[config.mk]
export PLATFORM = sky130hd
export DESIGN_NAME = marker_delimited_deframer_top_flat
export DESIGN_NICKNAME = d
export VERILOG_FILES = /design/src/hw/rtl/mdd_pkg.sv /design/src/hw/rtl/mdd_channels.sv /design/src/hw/rtl/mdd_step.sv /design/src/hw/rtl/marker_delimited_deframer_top.sv /design/src/flat_wrapper.sv
export SDC_FILE = /design/constraint.sdc
export NUM_CORES = 1
export LEC_CHECK = 0
export BUFFER_PORTS_ARGS = -buffer_cell sky130_fd_sc_hd__clkbuf_2
export CAP_MARGIN = 20
export CORE_MARGIN = 5
export CORE_UTILIZATION = 45
export CTS_BUF_LIST = sky130_fd_sc_hd__clkbuf_16
export DETAILED_ROUTE_END_ITERATION = 6
export REMOVE_ABC_BUFFERS = 1
export SYNTH_ARGS = -nofsm -noshare
export SYNTH_HDL_FRONTEND = slang
export SYNTH_SLANG_ARGS = --single-unit
export TNS_END_PERCENT = 10
[constraint.sdc]
create_clock -name clk -period 9.9 [get_ports clk]
set_input_delay 0.99 -clock clk [delete_from_list [all_inputs] [get_ports clk]]
set_output_delay 0.99 -clock clk [all_outputs]
set_load 0.01 [all_outputs]
[src/hw/rtl/mdd_pkg.sv]
package mdd_pkg;

    // payload limit per frame and the width of the payload counter
    localparam int MAX_PAYLOAD = 256;
    localparam int COUNT_W     = $clog2(MAX_PAYLOAD + 1);

    localparam int BYTE_W      = 8;
    localparam int MARKER_W    = 32;
    localparam int HISTORY_W   = 24;
    localparam int TICK_W      = 16;
    localparam int KIND_W      = 2;
    localparam int LEN_W       = 9;
    localparam int CFG_INDEX_W = 2;
    localparam int CFG_DATA_W  = 32;
    localparam int HELD_W      = 2;

    localparam logic [HELD_W-1:0] HELD_FULL = HELD_W'(3);
    localparam logic [TICK_W-1:0] TICK_MAX  = {TICK_W{1'b1}};

    // result kinds
    localparam logic [KIND_W-1:0] KIND_PAYLOAD  = 2'd0;
    localparam logic [KIND_W-1:0] KIND_END      = 2'd1;
    localparam logic [KIND_W-1:0] KIND_TIMEOUT  = 2'd2;
    localparam logic [KIND_W-1:0] KIND_OVERFLOW = 2'd3;

    // item kinds
    localparam logic CMD_BYTE = 1'b0;
    localparam logic CMD_TICK = 1'b1;

    // register indexes
    localparam logic [CFG_INDEX_W-1:0] REG_START_MARKER  = 2'd0;
    localparam logic [CFG_INDEX_W-1:0] REG_STOP_MARKER   = 2'd1;
    localparam logic [CFG_INDEX_W-1:0] REG_TIMEOUT_TICKS = 2'd2;

    localparam logic [MARKER_W-1:0] START_MARKER_RST  = 32'h7878_7878;
    localparam logic [MARKER_W-1:0] STOP_MARKER_RST   = 32'h6161_3535;
    localparam logic [TICK_W-1:0]   TIMEOUT_TICKS_RST = 16'd100;

    typedef struct packed {
        logic [MARKER_W-1:0] start_marker;
        logic [MARKER_W-1:0] stop_marker;
        logic [TICK_W-1:0]   timeout_ticks;
    } mdd_cfg_t;

    typedef struct packed {
        logic                 in_frame;
        logic [HISTORY_W-1:0] recent_bytes;
        logic [HELD_W-1:0]    held_count;
        logic [COUNT_W-1:0]   payload_count;
        logic [TICK_W-1:0]    tick_count;
    } mdd_state_t;

    typedef struct packed {
        logic [KIND_W-1:0] kind;
        logic [BYTE_W-1:0] payload_byte;
        logic [LEN_W-1:0]  frame_length;
    } mdd_result_t;

    localparam mdd_state_t STATE_RST = '0;

endpackage

[src/hw/rtl/mdd_channels.sv]
interface mdd_in_if;
    logic                       valid;
    logic                       ready;
    logic                       cmd;
    logic [mdd_pkg::BYTE_W-1:0] rx_byte;

    modport source (output valid, output cmd, output rx_byte, input ready);
    modport sink (input valid, input cmd, input rx_byte, output ready);
endinterface

interface mdd_out_if;
    logic                       valid;
    logic                       ready;
    logic [mdd_pkg::KIND_W-1:0] kind;
    logic [mdd_pkg::BYTE_W-1:0] payload_byte;
    logic [mdd_pkg::LEN_W-1:0]  frame_length;

    modport source (output valid, output kind, output payload_byte, output frame_length,
                    input ready);
    modport sink (input valid, input kind, input payload_byte, input frame_length,
                  output ready);
endinterface

[src/hw/rtl/mdd_step.sv]
module mdd_step (
    input  mdd_pkg::mdd_cfg_t                cfg,
    input  mdd_pkg::mdd_state_t              state,
    input  logic                             cmd,
    input  logic [mdd_pkg::BYTE_W-1:0]       rx_byte,
    output mdd_pkg::mdd_state_t              state_next,
    output logic                             res_valid,
    output mdd_pkg::mdd_result_t             res
);
    import mdd_pkg::*;

    logic [MARKER_W-1:0]  window;
    logic [TICK_W-1:0]    tick_inc;
    mdd_state_t           pushed;

    assign window   = {state.recent_bytes, rx_byte};
    assign tick_inc = (state.tick_count < TICK_MAX) ? state.tick_count + 1'b1
                                                    : state.tick_count;

    // state with the new byte shifted into the history
    always_comb
    begin
        pushed              = state;
        pushed.recent_bytes = {state.recent_bytes[HISTORY_W-BYTE_W-1:0], rx_byte};
        if (state.held_count < HELD_FULL)
        begin
            pushed.held_count = state.held_count + 1'b1;
        end
    end

    always_comb
    begin
        state_next = state;
        res_valid  = 1'b0;
        res        = '0;
        unique case (cmd)
            CMD_TICK:
            begin
                state_next.tick_count = tick_inc;
                if (tick_inc >= cfg.timeout_ticks)
                begin
                    state_next = STATE_RST;
                    res_valid  = 1'b1;
                    res.kind   = KIND_TIMEOUT;
                end
            end
            CMD_BYTE:
            begin
                if (!state.in_frame)
                begin
                    if (state.held_count == HELD_FULL && window == cfg.start_marker)
                    begin
                        state_next.in_frame      = 1'b1;
                        state_next.recent_bytes  = '0;
                        state_next.held_count    = '0;
                        state_next.payload_count = '0;
                    end
                    else
                    begin
                        state_next = pushed;
                    end
                end
                else
                begin
                    priority if (state.held_count == HELD_FULL && window == cfg.stop_marker)
                    begin
                        state_next       = STATE_RST;
                        res_valid        = 1'b1;
                        res.kind         = KIND_END;
                        res.frame_length = LEN_W'(state.payload_count);
                    end
                    else if (state.held_count < HELD_FULL)
                    begin
                        state_next = pushed;
                    end
                    else if (state.payload_count >= COUNT_W'(MAX_PAYLOAD))
                    begin
                        state_next = STATE_RST;
                        res_valid  = 1'b1;
                        res.kind   = KIND_OVERFLOW;
                    end
                    else
                    begin
                        state_next               = pushed;
                        state_next.payload_count = state.payload_count + 1'b1;
                        res_valid                = 1'b1;
                        res.kind                 = KIND_PAYLOAD;
                        res.payload_byte         = state.recent_bytes[HISTORY_W-1 -: BYTE_W];
                    end
                end
            end
            default:
            begin
                state_next = state;
            end
        endcase
    end

endmodule

[src/hw/rtl/marker_delimited_deframer_top.sv]
// channel   dir  handshake     payload
// in_ch     in   valid/ready   cmd, rx_byte
// out_ch    out  valid/ready   kind, payload_byte, frame_length
// cfg       in   cfg_we        cfg_index, cfg_data (no read-back)
//
// one item per cycle while out_ch is not stalled: an input register feeds the marker
// compare and counter update, whose result lands in the output register in the same cycle
// an input transaction passes the input register, then the output register, to out_ch
// rst_n clears the frame state, the valid flags and restores register defaults
// a stalled out_ch holds its result; the input register takes one more item
// and in_ch ready then follows out_ch ready
module marker_delimited_deframer_top (
    input  logic                               clk,
    input  logic                               rst_n,
    mdd_in_if.sink                             in_ch,
    mdd_out_if.source                          out_ch,
    input  logic                               cfg_we,
    input  logic [mdd_pkg::CFG_INDEX_W-1:0]    cfg_index,
    input  logic [mdd_pkg::CFG_DATA_W-1:0]     cfg_data
);
    import mdd_pkg::*;

    mdd_cfg_t               cfg_reg;
    mdd_state_t             state_reg;
    mdd_state_t             state_next;

    // input register
    logic                   item_valid_reg;
    logic                   item_cmd_reg;
    logic [BYTE_W-1:0]      item_byte_reg;

    // output register
    logic                   res_valid_reg;
    mdd_result_t            res_reg;

    logic                   step_res_valid;
    mdd_result_t            step_res;
    logic                   step_go;

    // the item is processed once the output register is free or draining
    assign step_go     = item_valid_reg && (!res_valid_reg || out_ch.ready);
    assign in_ch.ready = !item_valid_reg || step_go;

    // configuration writes, unknown indexes are dropped
    always_ff @(posedge clk or negedge rst_n)
    begin
        if (!rst_n)
        begin
            cfg_reg.start_marker  <= START_MARKER_RST;
            cfg_reg.stop_marker   <= STOP_MARKER_RST;
            cfg_reg.timeout_ticks <= TIMEOUT_TICKS_RST;
        end
        else if (cfg_we)
        begin
            unique case (cfg_index)
                REG_START_MARKER:  cfg_reg.start_marker  <= cfg_data;
                REG_STOP_MARKER:   cfg_reg.stop_marker   <= cfg_data;
                REG_TIMEOUT_TICKS: cfg_reg.timeout_ticks <= cfg_data[TICK_W-1:0];
                default:           cfg_reg <= cfg_reg;
            endcase
        end
    end

    // input capture
    always_ff @(posedge clk or negedge rst_n)
    begin
        if (!rst_n)
        begin
            item_valid_reg <= 1'b0;
        end
        else if (in_ch.ready)
        begin
            item_valid_reg <= in_ch.valid;
        end
    end

    always_ff @(posedge clk)
    begin
        if (in_ch.ready && in_ch.valid)
        begin
            item_cmd_reg  <= in_ch.cmd;
            item_byte_reg <= in_ch.rx_byte;
        end
    end

    mdd_step u_step (
        .cfg        (cfg_reg),
        .state      (state_reg),
        .cmd        (item_cmd_reg),
        .rx_byte    (item_byte_reg),
        .state_next (state_next),
        .res_valid  (step_res_valid),
        .res        (step_res)
    );

    // frame state advances once per processed item
    always_ff @(posedge clk or negedge rst_n)
    begin
        if (!rst_n)
        begin
            state_reg <= STATE_RST;
        end
        else if (step_go)
        begin
            state_reg <= state_next;
        end
    end

    // result register, loaded when an item yields a result
    always_ff @(posedge clk or negedge rst_n)
    begin
        if (!rst_n)
        begin
            res_valid_reg <= 1'b0;
        end
        else if (step_go)
        begin
            res_valid_reg <= step_res_valid;
        end
        else if (out_ch.ready)
        begin
            res_valid_reg <= 1'b0;
        end
    end

    always_ff @(posedge clk)
    begin
        if (step_go && step_res_valid)
        begin
            res_reg <= step_res;
        end
    end

    assign out_ch.valid        = res_valid_reg;
    assign out_ch.kind         = res_reg.kind;
    assign out_ch.payload_byte = res_reg.payload_byte;
    assign out_ch.frame_length = res_reg.frame_length;

endmodule

[src/flat_wrapper.sv]
// flat-port wrapper written by rule: the top's interface ports become plain ports
module marker_delimited_deframer_top_flat import mdd_pkg::*;
  (clk, rst_n, cfg_we, cfg_index, cfg_data, in_ch_valid, in_ch_cmd, in_ch_rx_byte, in_ch_ready, out_ch_valid, out_ch_kind, out_ch_payload_byte, out_ch_frame_length, out_ch_ready);
  mdd_in_if in_ch_i ();
  mdd_out_if out_ch_i ();
  input  logic clk;
  input  logic rst_n;
  input  logic cfg_we;
  input  logic [mdd_pkg::CFG_INDEX_W-1:0] cfg_index;
  input  logic [mdd_pkg::CFG_DATA_W-1:0] cfg_data;
  input wire logic [$bits(in_ch_i.valid)-1:0] in_ch_valid;
  input wire logic [$bits(in_ch_i.cmd)-1:0] in_ch_cmd;
  input wire logic [$bits(in_ch_i.rx_byte)-1:0] in_ch_rx_byte;
  output wire logic [$bits(in_ch_i.ready)-1:0] in_ch_ready;
  output wire logic [$bits(out_ch_i.valid)-1:0] out_ch_valid;
  output wire logic [$bits(out_ch_i.kind)-1:0] out_ch_kind;
  output wire logic [$bits(out_ch_i.payload_byte)-1:0] out_ch_payload_byte;
  output wire logic [$bits(out_ch_i.frame_length)-1:0] out_ch_frame_length;
  input wire logic [$bits(out_ch_i.ready)-1:0] out_ch_ready;
  assign in_ch_i.valid = in_ch_valid;
  assign in_ch_i.cmd = in_ch_cmd;
  assign in_ch_i.rx_byte = in_ch_rx_byte;
  assign in_ch_ready = in_ch_i.ready;
  assign out_ch_valid = out_ch_i.valid;
  assign out_ch_kind = out_ch_i.kind;
  assign out_ch_payload_byte = out_ch_i.payload_byte;
  assign out_ch_frame_length = out_ch_i.frame_length;
  assign out_ch_i.ready = out_ch_ready;
  marker_delimited_deframer_top u_core (.clk(clk), .rst_n(rst_n), .in_ch(in_ch_i), .out_ch(out_ch_i), .cfg_we(cfg_we), .cfg_index(cfg_index), .cfg_data(cfg_data));
endmodule
=== Word-level counts from Yosys, hierarchy flattened ===
Cells that the tools add are included.

* Equal/unequal tests: 11
* Reductions and logical operators: 19
* Bitwise gates (word level): 3
* $lt $le $gt $ge: 4
* Multiplexer cells: 25
* Add/subtract/negate cells: 3

{| class="wikitable"
|+ Operator list
! operator !! count
|-
| 2-to-1 mux 52 bit || 5
|-
| case mux 52 bit (2 select lines) || 1
|-
| equality test 32 bit || 2
|-
| 2-to-1 mux 36 bit || 1
|-
| 2-to-1 mux 19 bit || 1
|-
| adder 16 x 1 -> 16 bit, second input constant || 1
|-
| >= comparator 16 bit || 1
|-
| < comparator 16 bit, second input constant || 1
|-
| 2-to-1 mux 16 bit || 1
|-
| 2-to-1 mux 8 bit || 2
|-
| 2-to-1 mux 10 bit || 1
|-
| adder 9 x 1 -> 9 bit, second input constant || 1
|-
| >= comparator 9 bit, second input constant || 1
|-
| 2-to-1 mux 9 bit || 1
|-
| 2-to-1 mux 2 bit || 4
|-
| AND reduction 2 bit || 4
|-
| AND reduction 4 bit || 2
|-
| 2-to-1 mux 1 bit || 6
|-
| != test 3 bit, second input constant || 2
|-
| logical AND 1 bit || 5
|-
| OR reduction 5 bit || 1
|-
| equality test 2 bit, second input constant || 2
|-
| != test 4 bit, second input constant || 1
|-
| case mux 2 bit (2 select lines) || 1
|-
| other kinds (13) || 17
|}

* Output and inout port bits: 21
* Register bits: 162
* Word-level logic and storage cells: 80
* Input port bits: 48

=== Depth between registers and ports, before layout ===
Gate-level depths: netlist of the first run.

* Word-level depth: 7
* Depth in mapped cells: 15
* Gate-level depth less buffers: 12

=== Modules after synthesis ===
From an unflattened synthesis of the first run, not the netlist that was laid out.

* Cells, all modules: 706
* Area, all modules: 8554.5 µm²

{| class="wikitable"
|+ By module, submodules not included
! module !! cells an instance !! times used !! sequential area each (µm²) !! area an instance (µm²)
|-
| marker_delimited_deframer_top || 318 || 1 || 4235.3 || 5920.7
|-
| mdd_step || 388 || 1 || 0.0 || 2633.8
|}

=== Least setup slack after synthesis of the first run ===
No wires, ideal clock.

* Path type: reg-to-reg
* Start: register u_core.state_reg[3] (netlist bit)
* End: register u_core.res_reg (netlist bit u_core.out_ch.frame_length[0]), enable pin
* Path slack: 5478 ps
* Period minus slack after synthesis: 4422 ps
* Setup time: 395 ps
* Buffers on the path: 2
* Stages on the path, launching flop included: 13
* Data arrival time: 4027 ps
* Data required time: 9505 ps
* Cells stage by stage: dfrtp_1 > buf_2 > nand4_1 > or3_1 > or4_1 > xnor2_1 > ha_1 > nand4_1 > or3_1 > o41ai_4 > o21bai_1 > clkbuf_1 > nor2_1

* Longest elaborated chain between the ends: 6
* Elaborated cells between the ends (all ways): 7
* Those cells by class: add/sub (1); order compare (2); mux (3); reduce/logical (1)

{| class="wikitable"
|+ RTL lines
! item !! RTL line !! source
|-
| start: declaration || marker_delimited_deframer_top.sv:24 || <nowiki>mdd_state_t state_reg;</nowiki>
|-
| start signal: assignment || marker_delimited_deframer_top.sv:105 || <nowiki>state_reg <= state_next;</nowiki>
|-
| adder 16 x 1 -> 16 bit or < comparator 16 bit (tied branches) || mdd_step.sv:17 || <nowiki>assign tick_inc = (state.tick_count < TICK_MAX) ? state.tick_count + 1'b1</nowiki>
|-
| 2-to-1 mux 16 bit * || mdd_step.sv:17 ||
|-
| >= comparator 16 bit * || mdd_step.sv:40 || <nowiki>if (tick_inc >= cfg.timeout_ticks)</nowiki>
|-
| 2-to-1 mux 1 bit * || mdd_step.sv:40 ||
|-
| case mux 1 bit (2 select lines) * || mdd_step.sv:36 || <nowiki>unique case (cmd)</nowiki>
|-
| logical AND 1 bit * || marker_delimited_deframer_top.sv:128 || <nowiki>if (step_go && step_res_valid)</nowiki>
|-
| end signal: assignment || marker_delimited_deframer_top.sv:130 || <nowiki>res_reg <= step_res;</nowiki>
|-
| end: declaration || marker_delimited_deframer_top.sv:34 || <nowiki>mdd_result_t res_reg;</nowiki>
|}

Every way passes the cells marked *; elsewhere a longest branch is shown, timed or not.
A chain may end at the register's enable or synchronous reset.

=== Worst setup path in the final report of the first run ===
* Start: register u_core.state_reg[3] (netlist bit)
* End: register u_core.state_reg[35] (netlist bit)

* Longest elaborated chain between the ends: 5
* Elaborated cells between the ends (all ways): 6
* Those cells by class: add/sub (1); order compare (2); eq/ne (1); mux (1); reduce/logical (1)

{| class="wikitable"
|+ RTL lines
! item !! RTL line
|-
| adder 16 x 1 -> 16 bit or < comparator 16 bit (tied branches) || mdd_step.sv:17
|-
| 2-to-1 mux 16 bit * || mdd_step.sv:17
|-
| >= comparator 16 bit * || mdd_step.sv:40
|-
| != test 2 bit (no source line) * || --
|-
| AND reduction 2 bit (no source line) * || --
|}

Marked as above.

==> results of run 1 <==
[path summary, 6_finish.rpt]
path,slack [ns],startpoint,cells after the start,end
worst max-delay path,5.19,u_core.state_reg[3]$_DFFE_PN0P_,12,u_core.state_reg[35]$_DFFE_PN0P_
worst min-delay path,0.51,u_core.cfg_reg[10]$_DFFE_PN0P_,1,u_core.cfg_reg[10]$_DFFE_PN0P_
worst max register to register,5.19,u_core.state_reg[3]$_DFFE_PN0P_,12,u_core.state_reg[35]$_DFFE_PN0P_
worst min register to register,0.51,u_core.cfg_reg[10]$_DFFE_PN0P_,1,u_core.cfg_reg[10]$_DFFE_PN0P_
max in group asynchronous,8.17,rst_n,3,u_core.cfg_reg[60]$_DFFE_PN1P_
min in group asynchronous,0.58,rst_n,1,u_core.cfg_reg[43]$_DFFE_PN0P_
[through the flow]
step                      cell area (um^2)  hold WS, ns  worst slack [ns]
after floorplan                       7830        0.479              5.11
after global placement                8510        0.495              5.38
after detailed placement              8520        0.496              5.24
after CTS                             9110        0.512              5.21
after global routing                  9140        0.525              4.89
final                                 9140        0.508              5.19
[worst max-delay path, cell delays in order, from the launching register on]
cell and delay, ns:
dfrtp_1 0.47, nand4_1 0.20, or3_1 0.49, or3_1 0.43
mux2_2 0.32, ha_1 0.28, nand4_1 0.15, or3_1 0.45
o41ai_4 0.32, o21bai_2 0.08, buf_4 0.25, and4b_1 0.94
a22o_1 0.25
[cell families (layout without fill, tap and decap cells)]
family	count (synthesis)	in the layout
compound gates	90	90
simple gates	149	149
fa+ha+maj	19	19
xor+xnor	75	75
buf+inv	62	144
flops	162	162
mux	88	88
[synth_stat cells, types with 4 or more instances]
master / number / area (um^2)
and3_1: 12 / 75.1
inv_1: 33 / 124
ha_1: 19 / 238
buf_2: 4 / 20.0
xnor2_1: 72 / 631
nor2_1: 23 / 86.3
a211oi_1: 4 / 30.0
a221oi_1: 4 / 35.0
edfxtp_1: 28 / 841
o2bb2ai_1: 6 / 52.6
a22o_1: 31 / 272
a221o_1: 6 / 60.1
dfstp_2: 33 / 867
nor3_1: 18 / 90.1
mux2i_1: 7 / 70.1
o21ai_1: 5 / 25.0
a21oi_1: 9 / 45.0
nand2_1: 21 / 78.8
or3_1: 4 / 25.0
nand2b_1: 6 / 37.5
nor4_1: 4 / 25.0
nand3_1: 20 / 100
nand4_1: 24 / 150
clkbuf_1: 18 / 67.6
dfrtp_1: 101 / 2530
mux2_2: 81 / 912
[report_power, final]
group | leakage, nW | switching (mW) | internal (mW)
clock network | 0.297 | 0.281 | 0.380
logic | 1.60 | 0.171 | 0.188
registers | 1.90 | 0.103 | 0.804
[final cells by class]
class | instances | area (um^2)
Inverter | 35 | 131
Timing Repair Buffer | 77 | 428
Clock buffer | 19 | 475
Multi-Input combinational cell | 421 | 3470
Clock inverter | 13 | 119
Tap cell | 225 | 282
Fill cell | 1520 | 8160
Sequential cell | 162 | 4240
[routing by layer]
layer / GRT usage / up-vias
li1: - / 2501
met1: 0.274 / 2720
met2: 0.297 / 137
met3: 0.0372 / 18
met4: 0.0565 / 0
met5: 0 / -
[cell usage in the layout (no fill, tap or decap), types with 4 or more instances in the layout]
cell type	count
a211oi_1	4
a21oi_1	9
a221o_1	6
a221oi_1	4
a22o_1	31
and3_1	12
buf_4	8
clkbuf_16	19
clkbuf_2	67
dfrtp_1	101
dfstp_2	33
edfxtp_1	28
ha_1	19
inv_1	33
inv_6	4
mux2_2	81
mux2i_1	7
nand2_1	21
nand2b_1	6
nand3_1	20
nand4_1	24
nor2_1	23
nor3_1	18
nor4_1	4
o21ai_1	5
o2bb2ai_1	6
or3_1	4
xnor2_1	72
==> flow_metrics.tcl, run 1 <==
set metrics [dict create \
    power_mw 1.93 \
    maxSlewViolCount 0 \
    fin_util 0.528 \
    cts_max_path_buffers 2 \
    antenna_found_initial 0 \
    clk_latency_ns 0.43 \
    grt_max_degree 86 \
    clock-sinks 162 \
    drc 0 \
    cts_hold_repair.buffers 0 \
    fp.dieArea_um2 20400 \
    vias 5376 \
    place.gp.congestion 0.850 \
    tightest_slew_ns 1.01 \
    io_buffers 68 \
    clk_pin_slew_ns 0.06 \
    synth.distinct_cells 59 \
    pwr_density_cell_nw_per_um2 211 \
    synth_fa_ha_area_frac 0.0299 \
    fin_skew_ns 0.0101 \
    largest_reg_flops 80 \
    top_layer_used "met4" \
    critPathKind "reg -> reg" \
    rows 48 \
    grtUsageTotal 0.191 \
    finalSetupViolCount 0 \
    drt_iter0_markers 371 \
    cts_buffers 17 \
    period_minus_slack_ns 4.71 \
    coreArea_um2 17300 \
    min_path_type "reg -> reg" \
    post_cts_resized 0 \
    status "finished clean" \
    critPathMaxFanout 31 \
    first_pass_iters 4 \
    final_hold_viol_count 0 \
    grt_pass1_wl_um 30200 \
    final_antenna_net_count 0 \
    max-slew-margin-rel 0.327 \
    peakVddDrop_mv 0.132 \
    cts_root_buffer "clkbuf_16" \
    nets 781 \
    synth-simple-area-share 0.104 \
    synth_async_sr_flop_share 0.827 \
    dpl.cell_count 919 \
    cts_setup_buffers 0 \
    critPathCaptureType "register" \
    dieWidth_um 143 \
    start_util 0.460 \
    dpl.hpwl_um 13100 \
    n_antenna_cell 0 \
    yosysSeqAreaShare 0.532 \
    synthMuxAreaShare 0.123 \
    synth_top_flop_cell "dfrtp_1" \
    rsz0062_at_grt "false" \
    setup_tns_ns 0 \
    routed_wl_um 18400 \
    syn_area_per_cell_um2 12.3 \
    instances_no_fill 952 \
    synth_xor_area_frac 0.0826 \
    cp.arrival_ns 5.07 \
    required_ns 10.26 \
    vias_per_cell 5.65 \
    drv_cap 0 \
    synth_compound_area_frac 0.0947 \
    synth_top_family_by_area "multiplexers" \
    synth_edf_count 28 \
    syn_area_um2 7950 \
    met1Wirelength_um 8680 \
    routed-wl-met3_um 844 \
    leakage_nw 3.80 \
    grt-ovfl-total 0 \
    drive_gt1_frac 0.320 \
    yosys_warnings 0 \
    synth_cells 645 \
    htree_levels 4 \
    ys_ff_latch 162 \
    die_h_um 143 \
    syn_to_final_growth_pct 14.9 \
    dr_wl_met2_um 8670 \
    io_pins 69 \
    grt_pass1_vias 5558 \
    drt-wirelength-per-cell_um 19.4 \
    max_freq_ghz 0.212 \
    start_kind "register" \
    fin_crit_sh 0.476 \
    cts_tree "yes" \
]
Note: power is estimated with default switching activity, not from simulation.
==> run 2: changes to the inputs <==
==> constraint.sdc (replaced) <==
create_clock -name clk -period 4.5 [get_ports clk]
set_input_delay 0.45 -clock clk [delete_from_list [all_inputs] [get_ports clk]]
set_output_delay 0.45 -clock clk [all_outputs]
set_load 0.01 [all_outputs]
==> run 2 against run 1 <==
Die area unchanged. Design area up 0.38%. Clock skew fell by 0.0013 ns. Global-route usage fell by 0.37 points. Fmax increased by 14%. Critical endpoint is now u_core.state_reg[0]$_DFFE_PN0P_. Core utilization grew 0.20 points. Critical path depth did not move. Worst hold slack worse by 0.32 ns. First-iteration DRC count down 0.81%. Register-to-register slack worse by 4.8 ns. Combinational power up 120%. Largest power group unchanged.
==> flow_metrics.tcl, run 2 (synthesis gave the netlist of run 1 again) <==
set metrics [dict create \
    antenna_found_initial 0 \
    pwr-share-clk 0.348 \
    met1Wirelength_um 8310 \
    worst-r2r-cell-count 12 \
    drt-wirelength-per-cell_um 18.9 \
    critPathKind "reg -> reg" \
    io_buffers 68 \
    drt_iter0_markers 368 \
    drc 0 \
    period_minus_slack_ns 4.15 \
    fin_skew_ns 0.00889 \
    max-slew-margin-rel 0.329 \
    dieWidth_um 143 \
    internal_power_mw 3.06 \
    start_util 0.460 \
    cp.arrival_ns 4.46 \
    post_cts_resized 0 \
    grt_pass1_wl_um 29700 \
    rows 48 \
    cts_max_path_buffers 2 \
    clk_pin_slew_ns 0.06 \
    combPwrFrac 0.186 \
    htree_levels 4 \
    start_kind "register" \
    dpl.cell_count 919 \
    required_ns 4.81 \
    switching_share 0.284 \
    cts_buffers 17 \
    min_path_type "in -> reg" \
    die_h_um 143 \
    clock-sinks 162 \
    critPathMaxFanout 19 \
    pwr_density_cell_nw_per_um2 466 \
    critPathCaptureType "register" \
    coreArea_um2 17300 \
    largest_reg_flops 80 \
    top_layer_used "met4" \
    instances_no_fill 953 \
    power_mw 4.28 \
    dr_wl_met2_um 8360 \
    n_antenna_cell 0 \
    final_hold_viol_count 0 \
    place.gp.congestion 0.854 \
    fp.dieArea_um2 20400 \
    drv_cap 0 \
    hold_path_depth 1 \
    final_antenna_net_count 0 \
    grt_pass1_vias 5510 \
    routed-wl-met3_um 985 \
    syn_to_final_growth_pct 15.3 \
    cts_tree "yes" \
    max_freq_ghz 0.241 \
    clk_latency_ns 0.43 \
    routed_wl_um 18000 \
    tightest_slew_ns 1.00 \
    seqPwrFrac 0.467 \
    grt-ovfl-total 0 \
    layout_common_cells "dfrtp_1 (101), mux2_2 (81), xnor2_1 (72)" \
    nets 782 \
    leakage_nw 3.81 \
    p_sw_mw 1.21 \
    layout_commonest_cell "dfrtp_1" \
    grtUsageTotal 0.188 \
    fin_crit_sh 0.921 \
    cts_hold_repair.buffers 0 \
    vias_per_cell 5.64 \
    peakVddDrop_mv 0.312 \
    vias 5379 \
    rsz0062_at_grt "false" \
    maxSlewViolCount 0 \
    cts_setup_buffers 0 \
    grt_max_degree 84 \
    io_pins 69 \
    dpl.hpwl_um 12800 \
    status "finished clean" \
    drive_gt1_frac 0.320 \
    finalSetupViolCount 0 \
    cts_root_buffer "clkbuf_16" \
    first_pass_iters 4 \
]
[run 2: final cells by class]
class / count / area [um^2]
Fill cell: 1510 / 8120
Timing Repair Buffer: 78 / 453
Inverter: 35 / 131
Multi-Input combinational cell: 421 / 3470
Clock inverter: 15 / 179
Clock buffer: 17 / 425
Sequential cell: 162 / 4240
Tap cell: 225 / 282
[run 2: final timing paths]
| path | to | startpoint | slack, ns |
|---|---|---|---|
| setup / recovery | u_core.state_reg[0]$_DFFE_PN0P_ | u_core.state_reg[3]$_DFFE_PN0P_ | 0.35 |
| hold / removal | u_core.item_byte_reg[1]$_DFFE_PP_ | in_ch_rx_byte[1] | 0.19 |
| setup reg to reg | u_core.state_reg[0]$_DFFE_PN0P_ | u_core.state_reg[3]$_DFFE_PN0P_ | 0.35 |
| hold reg to reg | u_core.cfg_reg[7]$_DFFE_PN0P_ | u_core.cfg_reg[7]$_DFFE_PN0P_ | 0.51 |
| max in group asynchronous | u_core.cfg_reg[60]$_DFFE_PN1P_ | rst_n | 3.07 |
| min in group asynchronous | u_core.cfg_reg[35]$_DFFE_PN0P_ | rst_n | 0.46 |
[run 2: metal layers]
metal  track usage  vias to the layer above
li1              -                     2502
met1         0.266                     2683
met2         0.288                      166
met3        0.0405                       28
met4        0.0640                        0
met5             0                        -
[run 2: metrics by stage]
stage                     setup WS [ns]  instance area (um^2)   util  setup TNS [ns]  hold slack [ns]
after global placement            0.509                  8530  0.493               0            0.492
final                             0.353                  9170  0.530               0            0.192
after global routing             0.0258                  9170  0.530               0            0.177
after detailed placement          0.326                  8530  0.493               0            0.495
after CTS                         0.331                  9140  0.528               0            0.179
after floorplan                  -0.292                  7830      -           -7.64            0.154
[run 2: worst max-delay path, stage by stage (launching register included)]
cell	delay [ns]
dfrtp_1	0.47
nand4_1	0.17
or3_1	0.48
nor4_4	0.41
and4bb_1	0.27
a21oi_1	0.06
ha_1	0.31
nand4_1	0.16
or3_1	0.45
o41ai_4	0.33
nor2_2	0.25
a221o_1	0.43
a22o_1	0.24
[run 2: power groups by stage]
stage	logic [mW]	clock network, mW	registers (mW)
3_5_place_dp	0.799	0	2.02
3_3_place_gp	0.780	0	2.01
5_1_grt	0.884	1.59	2.03
4_1_cts	0.805	1.51	1.99
2_1_floorplan	0.583	0	1.95
6_report	0.794	1.49	2.00
==> run 3: changes to the inputs <==
--- a/config.mk
+++ b/config.mk
@@ -11,6 +11,7 @@
 export CORE_UTILIZATION = 45
 export CTS_BUF_LIST = sky130_fd_sc_hd__clkbuf_16
 export DETAILED_ROUTE_END_ITERATION = 6
+export PLACE_DENSITY = 0.73
 export REMOVE_ABC_BUFFERS = 1
 export SYNTH_ARGS = -nofsm -noshare
 export SYNTH_HDL_FRONTEND = slang
==> constraint.sdc (replaced) <==
create_clock -name clk -period 3.4 [get_ports clk]
set_input_delay 0.34 -clock clk [delete_from_list [all_inputs] [get_ports clk]]
set_output_delay 0.34 -clock clk [all_outputs]
set_load 0.01 [all_outputs]
==> run 3 against run 2 <==
The flow now finishes with violations (negative hold slack, negative setup slack). Setup slack lost 0.71 ns. Sequential share of layout area fell by 2.4 points. Combinational power grew 42%. Clock power rose by 40%. Critical path depth up 1. Power is 37% higher. Flip-flop and latch count stayed put. Via count increased by 3.3%. Count of clock-buffer cells in the layout unchanged. Register-to-register slack worse by 0.71 ns.
==> flow_metrics.tcl, run 3 (synthesis gave the netlist of run 1 again) <==
set metrics [dict create \
    critPathCaptureType "register" \
    layout_common_cells "dfrtp_1 (101), mux2_2 (81), xnor2_1 (72)" \
    grt_pass1_wl_um 30600 \
    cts_max_path_buffers 2 \
    fp.dieArea_um2 20400 \
    fin_util 0.559 \
    routed_wl_um 18600 \
    largest_reg_flops 80 \
    fillers 1401 \
    vias_per_cell 5.54 \
    peakVddDrop_mv 0.451 \
    whs_ns -0.0128 \
    pwr-share-clk 0.357 \
    tightest_slew_ns 0.795 \
    htree_levels 4 \
    combPwrFrac 0.194 \
    grtUsageTotal 0.192 \
    rsz0062_at_grt "true" \
    slowest_stage "or4_4" \
    die_h_um 143 \
    start_util 0.460 \
    layout_commonest_cell "dfrtp_1" \
    start_kind "register" \
    clk_pin_slew_ns 0.07 \
    cpPeakStageDelay_ns 0.56 \
    antenna_found_initial 0 \
    first_pass_iters 4 \
    n_antenna_cell 0 \
    max-slew-margin-rel 0.470 \
    switching_share 0.283 \
    dpl.hpwl_um 13500 \
    finalSetupViolCount 73 \
    violations "negative hold slack, negative setup slack" \
    status "finished, violations left" \
    dieWidth_um 143 \
    p_sw_mw 1.66 \
    max_freq_ghz 0.266 \
    io_buffers 68 \
    coreArea_um2 17300 \
    final_antenna_net_count 0 \
    maxSlewViolCount 0 \
    place.gp.congestion 0.871 \
    seqPwrFrac 0.450 \
    internal_power_mw 4.20 \
    final_hold_viol_count 5 \
    fin_skew_ns 0.0119 \
    final-seq-area_um2 4240 \
    power_mw 5.85 \
    worst-r2r-cell-count 13 \
    cp.arrival_ns 4.12 \
    fin_crit_sh 1.11 \
    nets 832 \
    clk_latency_ns 0.43 \
    cts_root_buffer "clkbuf_16" \
    drt-wirelength-per-cell_um 18.6 \
    leakage_nw 4.11 \
    pwr_density_cell_nw_per_um2 605 \
    cts_tree "yes" \
    clock-sinks 162 \
    fin_ws_ns -0.359 \
    grt_pass1_vias 5839 \
    drc 0 \
    post-place-ws_ns -0.416 \
    syn_to_final_growth_pct 21.6 \
    critPathKind "reg -> reg" \
    min_path_type "in -> async" \
    required_ns 3.76 \
    rows 48 \
    drv_cap 0 \
    drive_gt1_frac 0.378 \
    drt_iter0_markers 487 \
    multi_input_area_um2 3530 \
    cts_buffers 17 \
    critPathMaxFanout 25 \
    path_cells "nand4_1 -> or3_4 -> or4_4 -> xnor2_1 -> ha_1 -> nand4_1 -> or3_4 -> o41ai_4 -> buf_4 -> o21bai_4 -> and4b_1 -> buf_12 -> a22o_1" \
    setup_tns_ns -19.42 \
    vias 5557 \
    grt-ovfl-total 0 \
    io_pins 69 \
    period_minus_slack_ns 3.76 \
    grt_max_degree 75 \
]
-- run 3: power by group through the flow --
stage	Combinational [mW]	Clock [mW]	Sequential (mW)
2_1_floorplan	0.772	0	2.59
3_3_place_gp	1.08	0	2.64
3_5_place_dp	1.12	0	2.66
4_1_cts	1.13	2.12	2.63
5_1_grt	1.25	2.22	2.67
6_report	1.13	2.09	2.63
-- run 3: final cells by class --
cell class,instances,area share
flip-flops and latches,162,0.438
multi-input cells,422,0.366
repair buffers,127,0.0868
clock buffers,17,0.0440
well taps,225,0.0291
clock inverters,15,0.0228
inverters,35,0.0136
-- run 3: path summary, 6_finish.rpt --
| check | startpoint | endpoint | slack [ns] |
|---|---|---|---|
| setup / recovery | u_core.state_reg[3]$_DFFE_PN0P_ | u_core.state_reg[43]$_DFFE_PN0P_ | -0.36 |
| hold / removal | rst_n | u_core.state_reg[23]$_DFFE_PN0P_ | -0.01 |
| setup reg to reg | u_core.state_reg[3]$_DFFE_PN0P_ | u_core.state_reg[43]$_DFFE_PN0P_ | -0.36 |
| hold reg to reg | u_core.cfg_reg[11]$_DFFE_PN0P_ | u_core.cfg_reg[11]$_DFFE_PN0P_ | 0.51 |
| max in group asynchronous | rst_n | u_core.cfg_reg[59]$_DFFE_PN1P_ | 2.54 |
| min in group clk | in_ch_rx_byte[7] | u_core.item_byte_reg[7]$_DFFE_PP_ | 0.08 |
-- run 3: timing repair --
item,4_1_cts,5_1_grt
pin swaps,0,14
gates cloned,0,1
gates resized for setup,3,11
endpoints found under the setup margin,73,73
hold endpoints to repair,0,0
buffers inserted,0,2
hold buffers,0,0
-- run 3: stage by stage --
stage	area [um^2]	hold WS, ns	cells
detailed placement	8940	0.465	968
global placement	8940	0.460	968
CTS	9600	0.0139	1000
finish	9670	-0.0128	1003
global route	9670	0.0593	1003
floorplan	7830	0.0444	618
-- run 3: critical path, delay by kind of cell (launching register included) --
kind                       cells  cell delay, ns
adders and majority gates      1            0.31
DFF                            1            0.35
AOI/OAI and AO/OA              3            0.53
and+or+nand+nor                6            1.98
xor gates and xnor gates       1            0.15
buffers and inverters          2            0.38
-- run 3: routing by layer --
metal | GRT usage | vias up | wire (um)
met5 | 0 | - | 0
met4 | 0.0545 | 0 | 288
met3 | 0.0432 | 21 | 1000
met2 | 0.315 | 157 | 8990
met1 | 0.258 | 2773 | 8370
li1 | - | 2606 | -
